`src/design/acr_pkg.sv`:
```
// Shared types, constants and helpers for the box collision resolver.
`default_nettype none

package acr_pkg;

  localparam int COORD_BITS = 24;
  localparam int SIZE_BITS  = COORD_BITS - 1;
  // Headroom for doubled centres, their difference and the corrected edge.
  localparam int WIDE_BITS  = COORD_BITS + 5;

  typedef logic signed [COORD_BITS-1:0] coord_t;
  typedef logic        [SIZE_BITS-1:0]  dim_t;
  typedef logic signed [WIDE_BITS-1:0]  wide_t;
  typedef logic        [2:0]            side_t;

  localparam side_t SIDE_NONE   = 3'd0;
  localparam side_t SIDE_BOTTOM = 3'd1;
  localparam side_t SIDE_TOP    = 3'd2;
  localparam side_t SIDE_RIGHT  = 3'd3;
  localparam side_t SIDE_LEFT   = 3'd4;

  localparam wide_t COORD_MAX =
    $signed({{(WIDE_BITS-COORD_BITS+1){1'b0}}, {(COORD_BITS-1){1'b1}}});
  localparam wide_t COORD_MIN =
    $signed({{(WIDE_BITS-COORD_BITS+1){1'b1}}, {(COORD_BITS-1){1'b0}}});

  // Stage 1: sums of edges and sizes, mover and obstacle picked out.
  typedef struct packed {
    logic  ovl;
    logic  one_dyn;
    logic  m_b;
    wide_t mx;
    wide_t my;
    wide_t lx;
    wide_t ly;
    wide_t ox;
    wide_t oy;
    wide_t mx_end;
    wide_t my_end;
    wide_t ox_end;
    wide_t oy_end;
    wide_t lx_end;
    wide_t ly_end;
    wide_t cx2;
    wide_t cy2;
    wide_t ca_x;
    wide_t cb_x;
    wide_t ca_y;
    wide_t cb_y;
    wide_t sw;
    wide_t sh;
  } s1_t;

  // Stage 2: contact side chosen, absolute doubled centre distance.
  typedef struct packed {
    logic  ovl;
    logic  one_dyn;
    logic  m_b;
    side_t side;
    wide_t mx;
    wide_t my;
    wide_t adx;
    wide_t ady;
    wide_t sw;
    wide_t sh;
  } s2_t;

  // Stage 3: penetration on both axes.
  typedef struct packed {
    logic  ovl;
    logic  one_dyn;
    logic  m_b;
    side_t side;
    wide_t mx;
    wide_t my;
    wide_t px;
    wide_t py;
  } s3_t;

  function automatic wide_t sx(input coord_t v);
    return $signed({{(WIDE_BITS-COORD_BITS){v[COORD_BITS-1]}}, v});
  endfunction

  function automatic wide_t zx(input dim_t v);
    return $signed({{(WIDE_BITS-SIZE_BITS){1'b0}}, v});
  endfunction

  function automatic wide_t dbl(input wide_t v);
    return $signed({v[WIDE_BITS-2:0], 1'b0});
  endfunction

  function automatic coord_t sat_coord(input wide_t v);
    wide_t t;
    t = v;
    if (v > COORD_MAX) begin
      t = COORD_MAX;
    end else if (v < COORD_MIN) begin
      t = COORD_MIN;
    end
    return t[COORD_BITS-1:0];
  endfunction

endpackage

`default_nettype wire

```
`src/design/aabb_collide_resolve_top.sv`:
```
// Top level of the box overlap test and penetration resolver pipeline.
`default_nettype none

// Takes one box pair per clock while in_stall is low.
// The four register stages are the strict-overlap test with the edge and
// centre sums, the contact-side compares with the centre distance, the
// halved penetration, and the pushed-out corner with saturation in the output
// register. A stall on the result side holds only the full stages: bubbles
// close up, and in_stall rises only when all four stages hold a beat.
// Coordinates are two's complement fixed point; the binary point does not
// matter, since only adds, compares and one floor halving are used.
module aabb_collide_resolve_top import acr_pkg::*; (
  input  wire logic   clk,
  input  wire logic   rst_n,
  input  wire logic   in_valid,
  output      logic   in_stall,
  input  wire coord_t in_a_x,
  input  wire coord_t in_a_y,
  input  wire dim_t   in_a_w,
  input  wire dim_t   in_a_h,
  input  wire coord_t in_b_x,
  input  wire coord_t in_b_y,
  input  wire dim_t   in_b_w,
  input  wire dim_t   in_b_h,
  input  wire logic [1:0] in_static_pair,
  input  wire coord_t in_mover_last_x,
  input  wire coord_t in_mover_last_y,
  output      logic   out_valid,
  input  wire logic   out_stall,
  output      logic   out_overlap,
  output      logic   out_resolved,
  output      logic   out_mover_is_b,
  output      side_t  out_contact_side,
  output      coord_t out_corrected_x,
  output      coord_t out_corrected_y
);

  logic  v1_r, v2_r, v3_r, v4_r;
  logic  v1_nxt, v2_nxt, v3_nxt, v4_nxt;
  logic  adv1, adv2, adv3, adv4;
  s1_t   s1_r, s1_nxt;
  s2_t   s2_r, s2_nxt;
  s3_t   s3_r, s3_nxt;
  logic  ovl_r, ovl_nxt;
  logic  res_r, res_nxt;
  logic  mb_r, mb_nxt;
  side_t side_r, side_nxt;
  coord_t cx_r, cx_nxt;
  coord_t cy_r, cy_nxt;

  // A stage takes a new beat when it is empty or its beat moves on.
  assign adv4 = !v4_r || !out_stall;
  assign adv3 = !v3_r || adv4;
  assign adv2 = !v2_r || adv3;
  assign adv1 = !v1_r || adv2;
  assign in_stall = !adv1;

  assign v1_nxt = adv1 ? in_valid : v1_r;
  assign v2_nxt = adv2 ? v1_r : v2_r;
  assign v3_nxt = adv3 ? v2_r : v3_r;
  assign v4_nxt = adv4 ? v3_r : v4_r;

  always_ff @(posedge clk) begin
    if (!rst_n) begin
      v1_r <= 1'b0;
      v2_r <= 1'b0;
      v3_r <= 1'b0;
      v4_r <= 1'b0;
    end else begin
      v1_r <= v1_nxt;
      v2_r <= v2_nxt;
      v3_r <= v3_nxt;
      v4_r <= v4_nxt;
    end
  end

  // Stage 1.
  always_comb begin
    wide_t ax, ay, aw, ah, bx, by, bw, bh, mw, mh, ow, oh;
    ax = sx(in_a_x);
    ay = sx(in_a_y);
    aw = zx(in_a_w);
    ah = zx(in_a_h);
    bx = sx(in_b_x);
    by = sx(in_b_y);
    bw = zx(in_b_w);
    bh = zx(in_b_h);
    s1_nxt.ovl = !((ax + aw <= bx) || (ax >= bx + bw) ||
                   (ay + ah <= by) || (ay >= by + bh));
    s1_nxt.one_dyn = in_static_pair[0] ^ in_static_pair[1];
    s1_nxt.m_b = in_static_pair[0];
    s1_nxt.mx = s1_nxt.m_b ? bx : ax;
    s1_nxt.my = s1_nxt.m_b ? by : ay;
    mw = s1_nxt.m_b ? bw : aw;
    mh = s1_nxt.m_b ? bh : ah;
    s1_nxt.ox = s1_nxt.m_b ? ax : bx;
    s1_nxt.oy = s1_nxt.m_b ? ay : by;
    ow = s1_nxt.m_b ? aw : bw;
    oh = s1_nxt.m_b ? ah : bh;
    s1_nxt.lx = sx(in_mover_last_x);
    s1_nxt.ly = sx(in_mover_last_y);
    s1_nxt.mx_end = s1_nxt.mx + mw;
    s1_nxt.my_end = s1_nxt.my + mh;
    s1_nxt.ox_end = s1_nxt.ox + ow;
    s1_nxt.oy_end = s1_nxt.oy + oh;
    s1_nxt.lx_end = s1_nxt.lx + mw;
    s1_nxt.ly_end = s1_nxt.ly + mh;
    s1_nxt.cx2 = dbl(s1_nxt.ox) + ow;
    s1_nxt.cy2 = dbl(s1_nxt.oy) + oh;
    s1_nxt.ca_x = dbl(ax) + aw;
    s1_nxt.cb_x = dbl(bx) + bw;
    s1_nxt.ca_y = dbl(ay) + ah;
    s1_nxt.cb_y = dbl(by) + bh;
    s1_nxt.sw = aw + bw;
    s1_nxt.sh = ah + bh;
  end

  // Stage 2: the first matching side wins, bottom and top before right and left.
  always_comb begin
    logic  lix, liy;
    wide_t dx2, dy2;
    lix = (s1_r.lx_end > s1_r.ox) && (s1_r.lx < s1_r.ox_end);
    liy = (s1_r.ly_end > s1_r.oy) && (s1_r.ly < s1_r.oy_end);
    dx2 = s1_r.cb_x - s1_r.ca_x;
    dy2 = s1_r.cb_y - s1_r.ca_y;
    s2_nxt.ovl = s1_r.ovl;
    s2_nxt.one_dyn = s1_r.one_dyn;
    s2_nxt.m_b = s1_r.m_b;
    s2_nxt.mx = s1_r.mx;
    s2_nxt.my = s1_r.my;
    s2_nxt.sw = s1_r.sw;
    s2_nxt.sh = s1_r.sh;
    s2_nxt.adx = (dx2 < 0) ? -dx2 : dx2;
    s2_nxt.ady = (dy2 < 0) ? -dy2 : dy2;
    if (dbl(s1_r.ly_end) < s1_r.cy2 && s1_r.my_end >= s1_r.oy && !liy) begin
      s2_nxt.side = SIDE_BOTTOM;
    end else if (dbl(s1_r.ly) > s1_r.cy2 && s1_r.my <= s1_r.oy_end && !liy) begin
      s2_nxt.side = SIDE_TOP;
    end else if (dbl(s1_r.lx_end) < s1_r.cx2 && s1_r.mx_end >= s1_r.ox && !lix) begin
      s2_nxt.side = SIDE_RIGHT;
    end else if (dbl(s1_r.lx) > s1_r.cx2 && s1_r.mx < s1_r.ox_end && !lix) begin
      s2_nxt.side = SIDE_LEFT;
    end else begin
      s2_nxt.side = SIDE_NONE;
    end
  end

  // Stage 3: penetration is computed at double scale, then halved with floor.
  always_comb begin
    wide_t px2, py2;
    px2 = s2_r.sw - s2_r.adx;
    py2 = s2_r.sh - s2_r.ady;
    s3_nxt.ovl = s2_r.ovl;
    s3_nxt.one_dyn = s2_r.one_dyn;
    s3_nxt.m_b = s2_r.m_b;
    s3_nxt.side = s2_r.side;
    s3_nxt.mx = s2_r.mx;
    s3_nxt.my = s2_r.my;
    s3_nxt.px = px2 >>> 1;
    s3_nxt.py = py2 >>> 1;
  end

  // Stage 4: push the mover out and saturate.
  always_comb begin
    wide_t nx, ny;
    nx = s3_r.mx;
    ny = s3_r.my;
    case (s3_r.side)
      SIDE_BOTTOM: ny = s3_r.my - s3_r.py;
      SIDE_TOP:    ny = s3_r.my + s3_r.py;
      SIDE_RIGHT:  nx = s3_r.mx - s3_r.px;
      SIDE_LEFT:   nx = s3_r.mx + s3_r.px;
      default:     ;
    endcase
    ovl_nxt = s3_r.ovl;
    res_nxt = 1'b0;
    mb_nxt = 1'b0;
    side_nxt = SIDE_NONE;
    cx_nxt = '0;
    cy_nxt = '0;
    if (s3_r.ovl && s3_r.one_dyn) begin
      res_nxt = (s3_r.side != SIDE_NONE);
      mb_nxt = s3_r.m_b;
      side_nxt = s3_r.side;
      cx_nxt = sat_coord(nx);
      cy_nxt = sat_coord(ny);
    end
  end

  always_ff @(posedge clk) begin
    if (adv1) begin
      s1_r <= s1_nxt;
    end
    if (adv2) begin
      s2_r <= s2_nxt;
    end
    if (adv3) begin
      s3_r <= s3_nxt;
    end
    if (adv4) begin
      ovl_r <= ovl_nxt;
      res_r <= res_nxt;
      mb_r <= mb_nxt;
      side_r <= side_nxt;
      cx_r <= cx_nxt;
      cy_r <= cy_nxt;
    end
  end

  assign out_valid = v4_r;
  assign out_overlap = ovl_r;
  assign out_resolved = res_r;
  assign out_mover_is_b = mb_r;
  assign out_contact_side = side_r;
  assign out_corrected_x = cx_r;
  assign out_corrected_y = cy_r;

endmodule

`default_nettype wire

```
`config.mk`:
```
export PLATFORM = sky130hd
export DESIGN_NAME = aabb_collide_resolve_top
export DESIGN_NICKNAME = d
export VERILOG_FILES = /design/src/design/acr_pkg.sv /design/src/design/aabb_collide_resolve_top.sv
export SDC_FILE = /design/constraint.sdc
export NUM_CORES = 2
export LEC_CHECK = 0
export BUFFER_PORTS_ARGS = -buffer_cell sky130_fd_sc_hd__buf_2
export CAP_MARGIN = 0
export CORE_MARGIN = 3
export CORE_UTILIZATION = 43
export CTS_CLUSTER_DIAMETER = 200
export DETAILED_ROUTE_END_ITERATION = 6
export GPL_TIMING_DRIVEN = 0
export PLACE_DENSITY = 0.72
export SKIP_LAST_GASP = 1
export SLEW_MARGIN = 10
export SYNTH_ARGS = -nofsm -noshare
export SYNTH_HDL_FRONTEND = slang
export SYNTH_SLANG_ARGS = --single-unit
```
`constraint.sdc`:
```
create_clock -name clk -period 19.7 [get_ports clk]
set_input_delay 2.955 -clock clk [delete_from_list [all_inputs] [get_ports clk]]
set_output_delay 2.955 -clock clk [all_outputs]
set_load 0.05 [all_outputs]
```
# Word level (Yosys, flattened, before mapping)
# Index checks and enable logic that the tools add are counted.
[op_classes] mux=19 bitwise=2 n_eq_ne=4 magnitude_cmp=22 add_sub_neg=28 n_reduce_logical=31
[ops] operator="29-bit by 24-bit adder with 29-bit output" count=6
[ops] operator="29-bit 2-to-1 mux" count=6
[ops] operator="24-bit by 24-bit adder with 25-bit output" count=6
[ops] operator="23-bit 2-to-1 mux" count=6
[ops] operator="29-bit one-hot mux with 2 select lines" count=2
[ops] operator="29-bit subtractor" count=4
[ops] operator="25-bit by 24-bit adder with 26-bit output" count=4
[ops] operator="29-bit < comparator" count=3
[ops] operator="29-bit by 28-bit adder with 29-bit output" count=2
[ops] operator="29-bit >= comparator" count=2
[ops] operator="25-bit by 29-bit greater-than comparator with 1-bit output" count=2
[ops] operator="29-bit by 24-bit greater-than comparator with 1-bit output, second input constant" count=2
[ops] operator="29-bit greater-than comparator" count=2
[ops] operator="24-bit by 29-bit < comparator with 1-bit output" count=2
[ops] operator="29-bit by 1-bit < comparator with 1-bit output, second input constant" count=2
[ops] operator="29-bit by 24-bit < comparator with 1-bit output, second input constant" count=2
[ops] operator="29-bit negator" count=2
[ops] operator="29-bit by 28-bit subtractor with 29-bit output" count=2
[ops] operator="24-bit by 25-bit >= comparator with 1-bit output" count=2
[ops] operator="25-bit by 24-bit less-or-equal comparator with 1-bit output" count=2
[ops] operator="23-bit by 23-bit adder with 24-bit output" count=2
[ops] operator="24-bit 2-to-1 mux" count=2
[ops] operator="29-bit less-or-equal comparator" count=1
[ops] operator="1-bit logical AND" count=11
[ops] operator="12 further kinds" count=29
[word_totals] inputBits=242 register_bits=931 elab_cells=160

# Depth between registers and ports, before layout
[logic_depth] depth_word=7 mapped_depth=25

# Worst setup path before layout
# OpenSTA, ideal clock, no wires.
[synth_timing] path_type="input to output" start="in out_stall" end="out in_stall" setup_slack_ps=-4039 stages=3 arrival_time_ps=20784 t_required_ps=16745 cell_sequence="and3_1 > nand3_1 > inv_1"
[synth_via] elab_chain_cells=6
[synth_lines] element="from (decl)" line_no="aabb_collide_resolve_top.sv:29" text="input wire logic out_stall,"
[synth_lines] element="1-bit logical NOT" line_no="aabb_collide_resolve_top.sv:52" text="assign adv4 = !v4_r || !out_stall;"
[synth_lines] element="1-bit logical OR" line_no="aabb_collide_resolve_top.sv:52"
[synth_lines] element="1-bit logical OR" line_no="aabb_collide_resolve_top.sv:53" text="assign adv3 = !v3_r || adv4;"
[synth_lines] element="1-bit logical OR" line_no="aabb_collide_resolve_top.sv:54" text="assign adv2 = !v2_r || adv3;"
[synth_lines] element="1-bit logical OR" line_no="aabb_collide_resolve_top.sv:55" text="assign adv1 = !v1_r || adv2;"
[synth_lines] element="1-bit logical NOT" line_no="aabb_collide_resolve_top.sv:56" text="assign in_stall = !adv1;"
[synth_lines] element="to (decl)" line_no="aabb_collide_resolve_top.sv:16" text="output logic in_stall,"
# Every way passes these cells.

==> results by group <==
Die
  • Die Footprint: 161000 sq um
  • Core area: around 150000 sq um
  • Initial Util: a little over two fifths
  • Io pins: 298
  • Row cnt: 144
  • Die Y: 401 um
  • Die Wd: around 400 um

Worst setup path
  • Reg2Reg Depth: 19
  • Worst r2r dst: out_corrected_x[13]$_SDFFCE_PN0P_
  • Critical path data arrival time: 10430 ps
  • CP endpoint: s1_r[288]$_DFFE_PN_
  • Worst Setup SP: in_static_pair[0]
  • R2r setup slk: 13750 ps
  • Crit. End Element: flop
  • CP max FO: 10
  • WS Path Type: in -> reg
  • Worst r2r src: s3_r[31]$_DFFE_PP_
  • Worst EP required: just over 20000 ps
  • Startpoint Class: primary input

Synthesis
  • #FFs+latches synth: 851
  • FFs w/ async S/R, synth: 0%
  • Mapped Cells: 6602
  • Main synth FF type: edfxtp_1
  • Ys Warns: 0
  • Synthesized cell area: 67000 sq um
  • Synth unique cells: 99
  • Post-synthesis sequential area ratio: between 30% and 40%
  • Post-synth top area cell: edfxtp_1
  • Synth Area per Inst: 10.1 sq um
  • Post-synth top area share: 38.0%
  • Synth top area cells: edfxtp_1 (38%), ha_1 (19%), xnor2_1 (5.4%)
  • Number of synthesized flops with an enable pin: around 850

Final layout
  • Area of the multi-input gates: 39100 sq um
  • Layout Nets: 8290
  • Share of cells above drive strength 1: 9.53%
  • Util after Layout: 48.4%
  • P&R area growth vs syn: 11.5%
  • Fillers: 13890
  • Flip-flop and latch area: 25500 sq um

Global routing
  • Largest net degree at the start of global routing: between 70 and 80
  • Antenna violations before repair: 68
  • Global-route wire length before repair: 303 mm
  • Grt ovf: 0
  • Number of global-route vias before repair: between 50000 and 60000
  • Gr usage total: 24.6%

Drt
  • DRT Pass-1 Iters: 6
  • Via density: 5.77
  • Drc violations: 0
  • ANT nets after route: 0
  • Routed WL: ~200 mm
  • DR iter-0 viols: slightly below 5000
  • WL/cell: 22.2 um
  • Vias: roughly 53000

Placed design
  • DPL Wire Length: between 150 and 200 mm
  • Placer Congestion: 0.986
  • PortBufs: ~300

Timing
  • Layout Skew: 34.4 ps
  • Least-Margin Pin Slew: 1340 ps
  • Max-slew violation count: 0
  • Endpoints failing setup: 0
  • F_max: 100 MHz
  • Post-route minimum period: around 10000 ps
  • Final worst path period share: about 50%
  • Unrepaired setup endpoints after global routing: false
  • Headroom to the max-slew limit: about a tenth
  • Hold Vio Cnt, Final: 0
  • Setup_tns: 0 ps

Clock network
  • Hold_buf cts: 0
  • PostCTS Resize Cnt: 0
  • Clock Sinks: approximately 850
  • Clock latency on the worst-skew pair: 710 ps
  • Clock root cell: clkbuf_16
  • Cts bufs inserted: slightly below 100
  • CTS tree: done
  • Clock transition at the registers of the reported paths: 70 ps
  • H-tree depth reported by CTS: 3
  • Buffer count from post-CTS setup fixing: 0
  • Maximum root-to-sink buffer count: 3

Pwr
  • Sw Share: 40.0%
  • Clock power share: 20.8%
  • Power share of the sequential group: 31.3%
  • P_sw: 3.51 mW
  • Int Pwr: 5.26 mW
  • Cell Pwr Density: 117 nW/um^2
  • Leak: 33.1 nW
  • Logic pwr share: a little under half
  • VDD IR-drop max: 78.7 uV

Status
  • Status: finished clean

Hold path
  • Hold crit path type: reg -> reg

Flow run
  • Max Cap Viol: 0
[layout by cell type, fill, tap and decap left out, types with 46 or more instances in the layout]
cell type / Yosys / layout
nor2_1: 390 / 390
a31oi_1: 60 / 60
o21a_1: 133 / 133
edfxtp_1: 847 / 847
o21ai_0: 383 / 382
a21oi_1: 544 / 544
ha_1: 1009 / 1009
inv_1: 553 / 552
nand3_1: 120 / 119
xnor2_1: 412 / 412
nand2b_1: 93 / 93
clkbuf_1: 58 / 66
o21bai_1: 53 / 53
nand4_1: 101 / 101
nand2_1: 324 / 322
buf_2: 10 / 308
mux2_2: 127 / 127
xor2_1: 174 / 174
nor3_1: 132 / 132
a211oi_1: 52 / 52
clkbuf_16: 0 / 100
and2_1: 46 / 46
nor2b_1: 135 / 135
a21o_1: 283 / 283
[state kept, by name, summed over array words and instances (netlist names)]
register / count
out_mover_is_b: 1
out_overlap: 1
out_corrected_x: 24
v3_r: 1
s2_r: 160
ovl_nxt: 1
out_corrected_y: 24
s3_r: 109
out_resolved: 1
v1_r: 1
v2_r: 1
out_contact_side: 3
s1_r: 523
out_valid: 1
[through the flow]
step           total power, mW  std cells  cell area [sq um]  hold slack [ps]  setup WS [ps]
6_report                  8.76       9167              74700              401           9710
3_3_place_gp              6.78       8944              71000              403           1420
4_1_cts                   8.74       9139              74600              397          10130
5_1_grt                   9.39       9152              74600              397           9720
2_1_floorplan             5.79       6603              67000              400           3100
3_5_place_dp              6.89       8958              71400              405           9370
[metal layers]
layer / track usage [%] / vias up / part of all wire, %
met5: 0 / - / 0.091
met3: 4.84 / 403 / 8.8
met4: 10.5 / 32 / 4.5
met2: 37.2 / 1980 / 42
met1: 34.2 / 25033 / 44
li1: - / 25421 / -
[worst min path at each step]
| stage | cells after the start | start | slack, ps | to |
|---|---|---|---|---|
| after floorplan | 0 | s2_r[179]$_DFFE_PP_ | 400 | ovl_nxt$_DFFE_PP_ |
| after global placement | 0 | s1_r[49]$_DFFE_PN_ | 400 | s2_r[49]$_DFFE_PP_ |
| after detailed placement | 0 | s1_r[11]$_DFFE_PN_ | 400 | s2_r[11]$_DFFE_PP_ |
| after CTS | 0 | s2_r[163]$_DFFE_PP_ | 400 | s3_r[105]$_DFFE_PP_ |
| after global routing | 0 | s2_r[126]$_DFFE_PP_ | 400 | s3_r[68]$_DFFE_PP_ |
| final | 0 | s2_r[126]$_DFFE_PP_ | 400 | s3_r[68]$_DFFE_PP_ |
[power groups by stage]
stage / Combinational, mW / Sequential [mW] / Clock, mW
after global placement: 4.01 / 2.77 / 0
final: 4.20 / 2.75 / 1.82
after CTS: 4.14 / 2.74 / 1.86
after detailed placement: 4.11 / 2.78 / 0
after global routing: 4.67 / 2.78 / 1.93
after floorplan: 3.07 / 2.72 / 0
[logic make-up after synthesis]
kind of cell	synth area share (%)
other	0.00560
DFF	38.1
AOI/OAI and AO/OA	17.1
muxes	2.33
xor gates and xnor gates	7.69
buffers and inverters	3.57
adders and majority gates	19.6
and+or+nand+nor	11.7
[cell usage after synthesis (all sizes together), types with 30 or more instances]
master,instances
edfxtp,847
nand2,324
or3,41
o211ai,30
ha,1009
nor2b,135
a211oi,52
and2,47
nor2,390
o21ai,391
clkbuf,58
a21oi,546
nor3,134
nand2b,93
or2,32
o21bai,53
mux2,127
nand3,121
inv,553
xor2,174
and3,45
a31oi,60
o21a,133
o31ai,36
nand4,101
a21o,283
xnor2,413
[area by class of cell]
class	count	share of cell area (%)
multi-input combinational	5124	52.4
sequential	851	34.2
tap	2044	3.42
clock buffer	109	3.40
inverter	553	2.78
timing repair buffer	311	2.47
clock inverter	72	0.863
buffer	75	0.421
antenna	28	0.0938
[worst max-delay path, cell delays in order]
cell and delay, ps:
buf_2 300, buf_1 1030, clkbuf_2 730, clkbuf_1 670, clkbuf_1 890, o21ai_0 430, ha_1 450, nor2b_1 130
o21ai_0 120, a21boi_0 320, o21a_1 180, o21ai_0 170, a311oi_1 770, nor2_1 190, a211oi_1 350, o21a_1 210
o21ai_0 120, a21oi_1 270, a21oi_1 100
Power figures use the tool's default switching activity.
